--- src/rtl/htu_ram.sv ---
// Generic single-write, single-read RAM with registered read data.
`default_nettype none
module htu_ram #(
  parameter int WIDTH = 32,
  parameter int DEPTH = 16
) (
  input  wire logic                     clk,
  input  wire logic                     we,
  input  wire logic [$clog2(DEPTH)-1:0] waddr,
  input  wire logic [WIDTH-1:0]         wdata,
  input  wire logic [$clog2(DEPTH)-1:0] raddr,
  output logic      [WIDTH-1:0]         rdata
);
  logic [WIDTH-1:0] mem [DEPTH];

  always_ff @(posedge clk) begin
    if (we) begin
      mem[waddr] <= wdata;
    end
    rdata <= mem[raddr];
  end
endmodule
`default_nettype wire

--- config.mk ---
export PLATFORM = sky130hd
export DESIGN_NAME = htu_ram
export DESIGN_NICKNAME = d
export VERILOG_FILES = /design/src/rtl/htu_ram.sv
export SDC_FILE = /design/constraint.sdc
export NUM_CORES = 1
export LEC_CHECK = 0
export BUFFER_PORTS_ARGS = -buffer_cell sky130_fd_sc_hd__buf_2
export CAP_MARGIN = 10
export CORE_ASPECT_RATIO = 1.2
export CORE_MARGIN = 2
export CORE_UTILIZATION = 61
export DETAILED_ROUTE_END_ITERATION = 8
export HOLD_SLACK_MARGIN = 0.12
export PLACE_DENSITY_LB_ADDON = 0.3
export SETUP_SLACK_MARGIN = 0.1
export SLEW_MARGIN = 5
export SYNTH_ARGS = -nofsm -noshare
export SYNTH_HDL_FRONTEND = slang
export SYNTH_SLANG_ARGS = --single-unit
--- constraint.sdc ---
create_clock -name clk -period 4.6 [get_ports clk]
set_input_delay 0.46 -clock clk [delete_from_list [all_inputs] [get_ports clk]]
set_output_delay 0.46 -clock clk [all_outputs]
set_load 0.1 [all_outputs]
==> summary.txt, run 1 <==
Internal = 8.032 mW
total number of vias = 9112
Final Max Slew Viols = 0
Warnings, synthesis = 0
total die area = 0.03401 mm²
Area contributors post-synth = edfxtp_1 (77%), mux4_2 (15%), dfxtp_1 (3.2%)
ys flop type = edfxtp_1
DP Area = 0.02086 mm²
setup_tns = 0 ns
top cell type by total area after synthesis = edfxtp_1
htree depth = 2
status = finished clean
EDFF count, synth = 512
Layout area overhead = 12.94%
count leader, synth = edfxtp_1
Clock Tree Root = clkbuf_16
WP data arrival = 2.51 ns
Tightest Pin Transition = 1.136 ns
Final period util = 0.4479
DR iter-0 viols = 1158
Synth Instances = 838
HP Class = in -> reg
Post-synth top cells = edfxtp_1 (512), mux4_2 (128), a22oi_1 (64)
Fmax = 0.4853 GHz
initial antenna violation count = 2
largest family of logic cells by synthesized area = multiplexers
CP Max Fanout = 59
Placer Congestion = 0.7359
Syn Nets = 880
switching power = 2.263 mW
post-synth top area share = 0.7744
initial core utilization = 0.6173
fin nets = 985
Clk Latency, worst-skew pair = 0.57 ns
compound-cell area share of the yosys netlist = 0.02420
Die Y-Extent = 201.6 µm
mux share of post-synthesis cell area = 0.1452
CTS hold repair buffers = 0
vias in the first global route = 9460
slowest CP cell = clkbuf_8
Congestion Overflow GR = 0
Critical Path RT = 5.04 ns
slew margin rel. = 0.2429
max cap viols = 0
startpoint types = input port
vias per cell = 6.555
critical path's top delay family = buffers and inverters
first-pass GRT wire length = 61930 µm
Max VDD drop = 0.2887 mV
r2r endpoint = rdata[16]$_DFF_P_
crit-path cells = clkbuf_8 > buf_4 > mux4_2 > a22oi_1 > nand2_1
Seq/Total Area, Yosys = 0.8067
worst setup path end = rdata[2]$_DFF_P_
Reg clk slew, reported paths = 0.07 ns
Remaining DRCs = 0
core area = 0.03216 mm²
Die Span X = 168.7 µm
post-CTS setup buffer count = 0
final WL = 41630 µm
Total GRT Usage = 0.2558
Port Buffer Count = 73
post-synthesis instance area = 0.01985 mm²
CTS buffer count = 49
worst reg2reg path depth = 3
final antenna-violating net count = 0
critical path depth = 5
min-delay src = wdata[9]
min cycle time layout = 2.060 ns
Clock Skew = 0.01147 ns
sw frac = 0.2198
clock share of power = 0.389
Top Ports = 74
layout cell share with drive strength beyond 1 = 0.3201
Setup CP Type = in -> reg
combinational fraction of design power = 0.069
Reg-to-Reg Start = mem[9][16]$_DFFE_PP_
CTS tree = built
area share of fa/ha/maj cells after synthesis = 0
Final Hold Viols = 0
XOR/XNOR share of the synthesized area = 0
Seq pwr share = 0.542
Post-synth ARST share = 0
#FFs+latches synth = 544
Leak = 7.223 nW
DRT Pass-1 Iters = 5
RSZ-0062 raised after global routing = false
reg2reg setup slack = 3.18 ns
post-DP HPWL = 20560 µm
post-cts sizing count = 0
sum of buffers and inverters on the critical path = 2
Synth Area in Simple Gates = 0.01273
post-route cell area = 0.02242 mm²
mean post-synth cell area = 23.69 µm²
row cnt = 72
Worst setup EP type = register
Setup violations, final = 0
pin count of the biggest net entering global routing = 61
total clock sinks = 544
Pwr Density = 459.1 mW/mm²
Synth cell types = 18
maximum clock insertion buffer count = 3
routed len/inst = 29.95 µm
CP startpoint = raddr[0]
slowest stage delay, CP = 0.58 ns
[worst min path at each step]
stage                            to  slack [ns]  cells after the start
2_1_floorplan   mem[0][0]$_DFFE_PP_        0.56                      0
5_1_grt        mem[12][9]$_DFFE_PP_        0.27                      1
3_5_place_dp      rdata[27]$_DFF_P_        0.65                      3
6_report       mem[15][9]$_DFFE_PP_        0.26                      1
3_3_place_gp      rdata[27]$_DFF_P_        0.65                      3
4_1_cts        mem[13][9]$_DFFE_PP_        0.25                      1
[power by group through the flow]
stage	combinational [mW]	sequential [mW]	clock [mW]
floorplan	0.266	5.91	0
global placement	0.704	5.67	0
detailed placement	0.713	5.68	0
CTS	0.718	5.58	4.05
global route	0.751	5.58	4.24
finish	0.713	5.58	4.00
[layer usage]
layer  track usage  vias up  wire [µm]
met5             0        -          0
met4       0.07943        0       1036
met3       0.05330       94       3934
met2        0.4081      517      21010
met1        0.3653     4722      15660
li1              -     3779          -
[registers in the layout, summed over array words and instances (netlist names)]
signal,flops
mem,512
rdata,32
[kinds of logic after synthesis]
group                  Yosys count
buffers and inverters           43
AOI/OAI and AO/OA               64
and+or+nand+nor                 59
DFF                            544
muxes                          128
[worst reg2reg max path, cell delays in order (launching register included)]
cell and delay (ns):
edfxtp_1 0.40, mux4_2 0.48, a22oi_1 0.22, nand2_1 0.17
[metrics by stage]
| step | power [mW] | worst slack, ns | hold slack [ns] | instances | util |
|---|---|---|---|---|---|
| floorplan | 6.180 | 0.9604 | 0.5589 | 838 | - |
| global placement | 6.377 | 1.907 | 0.6473 | 1299 | 0.6485 |
| detailed placement | 6.392 | 1.888 | 0.6523 | 1299 | 0.6485 |
| CTS | 10.34 | 2.496 | 0.2484 | 1388 | 0.6971 |
| global route | 10.57 | 2.304 | 0.2686 | 1389 | 0.6971 |
| finish | 10.29 | 2.540 | 0.2616 | 1390 | 0.6972 |
[final cells by class]
class | count | area [µm²]
multi-input combinational | 251 | 3750
fill | 1831 | 9738
timing repair buffer | 97 | 581.8
tap | 407 | 509.2
sequential | 544 | 16020
clock buffer | 67 | 1324
clock inverter | 22 | 237.7
antenna | 2 | 5.005
[layout by cell type, fill, tap and decap left out, drive strengths merged]
master / n
and2: 1
clkinv: 16
buf: 96
nor2b: 2
mux4: 128
nand2: 33
clkbuf: 68
or3b: 1
nand3b: 2
nand2b: 2
a22oi: 64
bufinv: 5
diode: 2
nor3: 4
nand3: 1
clkinvlp: 1
edfxtp: 512
nor2: 13
dfxtp: 32
Note: power is estimated with default switching activity, not from simulation.
==> run 2: changes to the inputs <==
Settings changed: CORE_UTILIZATION 61 to 55.
Clock period 4.6 ns to 1.75 ns, I/O delays scaled along.
==> run 2 against run 1 <==
  * Via count is 0.75% higher
  * First-iteration DRC count is 6.9% higher
  * Count of clock-buffer cells in the layout shrank 6
  * Wire length down 3.8%
  * Sequential cell count unchanged
  * Sequential share of layout area decreased by 3.0 points
  * Non-clock buffer count up 53
  * Worst hold slack worse by 0.024 ns
  * Die area grew 11%
  * Setup slack lost 2.4 ns
  * Largest cell class unchanged
  * Global-route usage fell by 3.5 points
==> summary.txt, run 2 (same netlist as run 1, synthesis figures left out) <==
status = finished clean
RSZ-0062 raised after global routing = false
final antenna-violating net count = 0 (unchanged)
slowest stage delay, CP = 0.45 ns (-0.13 ns)
DRT Pass-1 Iters = 5 (unchanged)
total number of vias = 9180 (+0.75%)
Setup violations, final = 0 (unchanged)
WP data arrival = 1.41 ns (-1.10 ns)
initial antenna violation count = 0 (-2)
Die Y-Extent = 212.1 µm (+5.2%)
sum of buffers and inverters on the critical path = 1 (-1)
Reg clk slew, reported paths = 0.07 ns (about the same)
min cycle time layout = 1.582 ns
critical path's top delay family = buffers and inverters
post-cts sizing count = 0 (unchanged)
slowest CP cell = buf_2
Congestion Overflow GR = 0 (unchanged)
slack of the critical path = 0.1676 ns (-2.372 ns)
Total GRT Usage = 0.2208 (-0.03501)
Port Buffer Count = 73 (unchanged)
core area = 0.03575 mm² (+11%)
initial core utilization = 0.5553 (-0.06204)
vias per cell = 6.108 (-6.8%)
crit-path cells = buf_2
pre-CTS WS = 0.08648 ns (-1.802 ns)
maximum clock insertion buffer count = 3 (unchanged)
WHS = 0.2372 ns (-0.02441 ns)
Critical Path RT = 1.57 ns (-3.47 ns)
max reg flops = 512 (unchanged)
slew margin rel. = 0.6652 (+0.4223)
startpoint types = register
Final Max Slew Viols = 0 (unchanged)
Top reg by flops = mem
Final period util = 0.9042
Largest regs = mem: 512 flops, rdata: 32 flops
Worst setup EP type = primary output
total clock sinks = 544 (unchanged)
vias in the first global route = 9434 (-0.27%)
final WL = 40050 µm (-3.8%)
htree depth = 2 (unchanged)
routed len/inst = 26.64 µm (-11%)
Pwr Density = 1151 mW/mm² (+150%)
setup_tns = 0 ns (unchanged)
Top Ports = 74 (unchanged)
Remaining DRCs = 0 (unchanged)
Clock Skew = 0.01910 ns (+0.007627 ns)
HP Class = in -> reg
Setup CP Type = reg -> out
most frequent cells in the layout = edfxtp_1 (512), mux4_2 (128), buf_2 (71)
row cnt = 76 (+5.6%)
DR iter-0 viols = 1238 (+6.9%)
CTS tree = built
max cap viols = 0 (unchanged)
most common cell after layout, fill and taps aside = edfxtp_1
post-DP HPWL = 20560 µm (about the same)
Fmax = 0.6320 GHz
Max VDD drop = 0.7307 mV (+150%)
Placer Congestion = 0.6987 (-5.1%)
first-pass GRT wire length = 59710 µm (-3.6%)
pin count of the biggest net entering global routing = 38 (-38%)
ANT cells = 0 (-2)
CTS buffer count = 48 (-2.0%)
Layout area overhead = 17.86%
layout cell share with drive strength beyond 1 = 0.3295 (+0.009387)
Final Hold Viols = 0 (unchanged)
Die Span X = 177.4 µm (+5.2%)
Clock Tree Root = clkbuf_16
Tightest Pin Transition = 0.5057 ns (-0.6300 ns)
total die area = 0.03764 mm² (+11%)
Leak = 7.592 nW (+5.1%)
fin nets = 1037 (+5.3%)
Clk Latency, worst-skew pair = 0.57 ns (about the same)
CP Max Fanout = 1 (-98%)
power after layout = 26.93 mW (+160%)
run 2: final timing paths:
path / from / to / slack (ns) / cells past startpoint
worst min register to register: mem[15][6]$_DFFE_PP_ / rdata[6]$_DFF_P_ / 0.67 / 3
worst max register to register: mem[3][15]$_DFFE_PP_ / rdata[15]$_DFF_P_ / 0.42 / 3
worst min-delay path: raddr[0] / rdata[31]$_DFF_P_ / 0.24 / 4
worst max-delay path: rdata[22]$_DFF_P_ / rdata[22] / 0.17 / 1
run 2: metrics by stage:
| step | cell area, µm² | std cells | util |
|---|---|---|---|
| after floorplan | 19980 | 838 | - |
| after global placement | 21540 | 1381 | 0.6025 |
| after detailed placement | 21540 | 1381 | 0.6025 |
| after CTS | 23400 | 1503 | 0.6545 |
| after global routing | 23400 | 1503 | 0.6545 |
| final | 23400 | 1503 | 0.6545 |
run 2: power breakdown:
part | switching [mW] | leakage [nW] | total (mW) | internal (mW)
clock | 4.44 | 0.771 | 10.3 | 5.83
combinational | 1.37 | 1.93 | 2.01 | 0.638
sequential | 0.0942 | 4.89 | 14.7 | 14.6
total | 5.91 | 7.59 | 26.9 | 21.0
run 2: area by class of cell:
| cell class | instances | area, µm² |
|---|---|---|
| flip-flops and latches | 544 | 16020 |
| multi-input cells | 251 | 3777 |
| repair buffers | 150 | 1485 |
| fillers | 2274 | 12350 |
| clock buffers | 61 | 1291 |
| clock inverters | 29 | 245.2 |
| well taps | 468 | 585.6 |
run 2: what timing repair did:
action                                  4_1_cts  5_1_grt
endpoints found under the hold margin       512        0
endpoints found under the setup margin        0        0
setup buffers                                 0        0
hold buffers                                 32        0
run 2: routing by layer:
layer | up-vias | track usage | routed length (µm)
met3 | 59 | 0.03648 | 3125
met4 | 0 | 0.05738 | 811
met2 | 393 | 0.3436 | 19430
met5 | - | 0 | 0
li1 | 3887 | - | -
met1 | 4841 | 0.3329 | 16680
==> run 3: changes to the inputs <==
Settings changed: BUFFER_PORTS_ARGS -buffer_cell sky130_fd_sc_hd__buf_2 to -buffer_cell sky130_fd_sc_hd__buf_4, SLEW_MARGIN 5 to not set.
==> run 3 against run 2 <==
  * Sequential share of layout area fell by 1.3 points
  * Combinational power increased by 5%
  * Sequential cell count did not move
  * Highest routed layer unchanged
  * Worst hold slack got worse by 0.075 ns
==> summary.txt, run 3 (same netlist as run 1, synthesis figures left out) <==
final antenna-violating net count = 0 (unchanged)
Largest regs = mem: 512 flops, rdata: 32 flops
Placer Congestion = 0.7231 (+3.5%)
vias per cell = 6.104 (about the same)
first-pass GRT wire length = 60830 µm (+1.9%)
WHS Path Cells = 4 (unchanged)
maximum clock insertion buffer count = 3 (unchanged)
slew margin rel. = 0.3574 (-0.3077)
CTS buffer count = 50 (+4.2%)
HP Class = in -> reg
Congestion Overflow GR = 0 (unchanged)
max cap viols = 0 (unchanged)
layout cell share with drive strength beyond 1 = 0.3321 (+0.002589)
CP Max Fanout = 30 (+29)
Final Max Slew Viols = 0 (unchanged)
initial core utilization = 0.5553 (unchanged)
initial antenna violation count = 1 (+1)
RSZ-0062 raised after global routing = false
Clock Tree Root = clkbuf_16
Critical Path RT = 2.19 ns (+0.62 ns)
Final period util = 0.8647 (-0.03952)
Max VDD drop = 0.8607 mV (+18%)
Fillers = 2252 (-0.97%)
pin count of the biggest net entering global routing = 38 (unchanged)
reg2reg setup slack = 0.41 ns (about the same)
vias in the first global route = 9692 (+2.7%)
most common cell after layout, fill and taps aside = edfxtp_1
Port Buffer Count = 73 (unchanged)
Die Span X = 177.4 µm (unchanged)
post-CTS setup buffer count = 0 (unchanged)
Die Y-Extent = 212.1 µm (unchanged)
post-DP HPWL = 21030 µm (+2.3%)
status = finished clean
Setup CP Type = in -> reg
pre-CTS WS = -0.0002630 ns (-0.08675 ns)
most frequent cells in the layout = edfxtp_1 (512), mux4_2 (128), buf_4 (92)
Worst setup EP type = register
Pwr Density = 1202 mW/mm² (+4.4%)
Setup violations, final = 0 (unchanged)
htree depth = 2 (unchanged)
routed len/inst = 26.94 µm (+1.1%)
Final Hold Viols = 0 (unchanged)
Reg clk slew, reported paths = 0.07 ns (about the same)
fin nets = 1046 (+0.87%)
total clock sinks = 544 (unchanged)
hold worst-path end = rdata[30]$_DFF_P_
power after layout = 28.67 mW (+6.5%)
row cnt = 76 (unchanged)
startpoint types = input port
Leak = 7.781 nW (+2.5%)
max reg flops = 512 (unchanged)
CTS tree = built
setup_tns = 0 ns (unchanged)
Total GRT Usage = 0.2258 (+0.004982)
r2r endpoint = rdata[31]$_DFF_P_
total number of vias = 9242 (+0.68%)
Reg-to-Reg Start = mem[3][31]$_DFFE_PP_
min-delay src = raddr[3]
Clk Latency, worst-skew pair = 0.57 ns (about the same)
Top Ports = 74 (unchanged)
final WL = 40790 µm (+1.9%)
WP data arrival = 1.96 ns (+0.55 ns)
slack of the critical path = 0.2368 ns (+0.06915 ns)
Clock Skew = 0.009540 ns (-0.009555 ns)
min cycle time layout = 1.513 ns (-0.06915 ns)
Core Util, Final = 0.6672 (+0.01277)
DR iter-0 viols = 1090 (-12%)
Non-Filler Instances = 1514 (+0.73%)
Remaining DRCs = 0 (unchanged)
Fmax = 0.6609 GHz (+4.6%)
Layout area overhead = 20.16%
Tightest Pin Transition = 0.9618 ns (+0.4561 ns)
total die area = 0.03764 mm² (unchanged)
worst reg2reg path depth = 3 (unchanged)
DRT Pass-1 Iters = 5 (unchanged)
core area = 0.03575 mm² (unchanged)
Cells after DPL = 1387 (+0.43%)
Top reg by flops = mem
==> run 3: how the worst max path moves through the flow <==
stage	startpoint	endpoint	depth (start not counted)
2_1_floorplan	waddr[2]	mem[1][0]$_DFFE_PP_	2
3_3_place_gp	raddr[0]	rdata[19]$_DFF_P_	6
3_5_place_dp	raddr[3]	rdata[28]$_DFF_P_	5
4_1_cts	raddr[1]	rdata[19]$_DFF_P_	7
5_1_grt	raddr[1]	rdata[16]$_DFF_P_	7
6_report	raddr[1]	rdata[19]$_DFF_P_	7
==> run 3: metrics by stage <==
stage	hold WS, ns	instance area (µm²)
after floorplan	0.2739	19980
after global placement	0.4648	21700
after detailed placement	0.4748	21700
after CTS	0.1464	23850
after global routing	0.1622	23860
final	0.1621	23860
==> run 3: routing by layer <==
layer  up-vias  wire length (µm)  track usage
li1       3902                 -            -
met2       358             20630       0.3658
met4         0               825      0.06642
met5         -                 0            0
met3        58              2760      0.03219
met1      4924             16570       0.3263
==> run 3: report_power, final <==
group | total (mW) | internal [mW] | switching, mW
logic | 2.12 | 0.731 | 1.39
registers | 14.7 | 14.6 | 0.0974
clock network | 11.9 | 7.32 | 4.58
total | 28.7 | 22.6 | 6.06
==> run 3: final cells by class <==
class	instances	area, µm²	share of cell area
multi-input cells	251	3777	0.1583
repair buffers	157	1655	0.06939
well taps	468	585.6	0.02455
flip-flops and latches	544	16020	0.6713
clock inverters	30	446.7	0.01872
clock buffers	63	1374	0.05759
diodes	1	2.502	0.0001049
==> run 3: timing repair <==
action                                 4_1_cts  5_1_grt
hold buffers                                33        0
endpoints found under the hold margin      513        0
resized for setup                            0        0
==> run 3: critical path, cell delays in order <==
cell	delay (ns)
dlygate4sd3_1	0.53
buf_4	0.17
buf_12	0.24
buf_12	0.20
mux4_2	0.31
a22oi_1	0.20
nand2_1	0.11
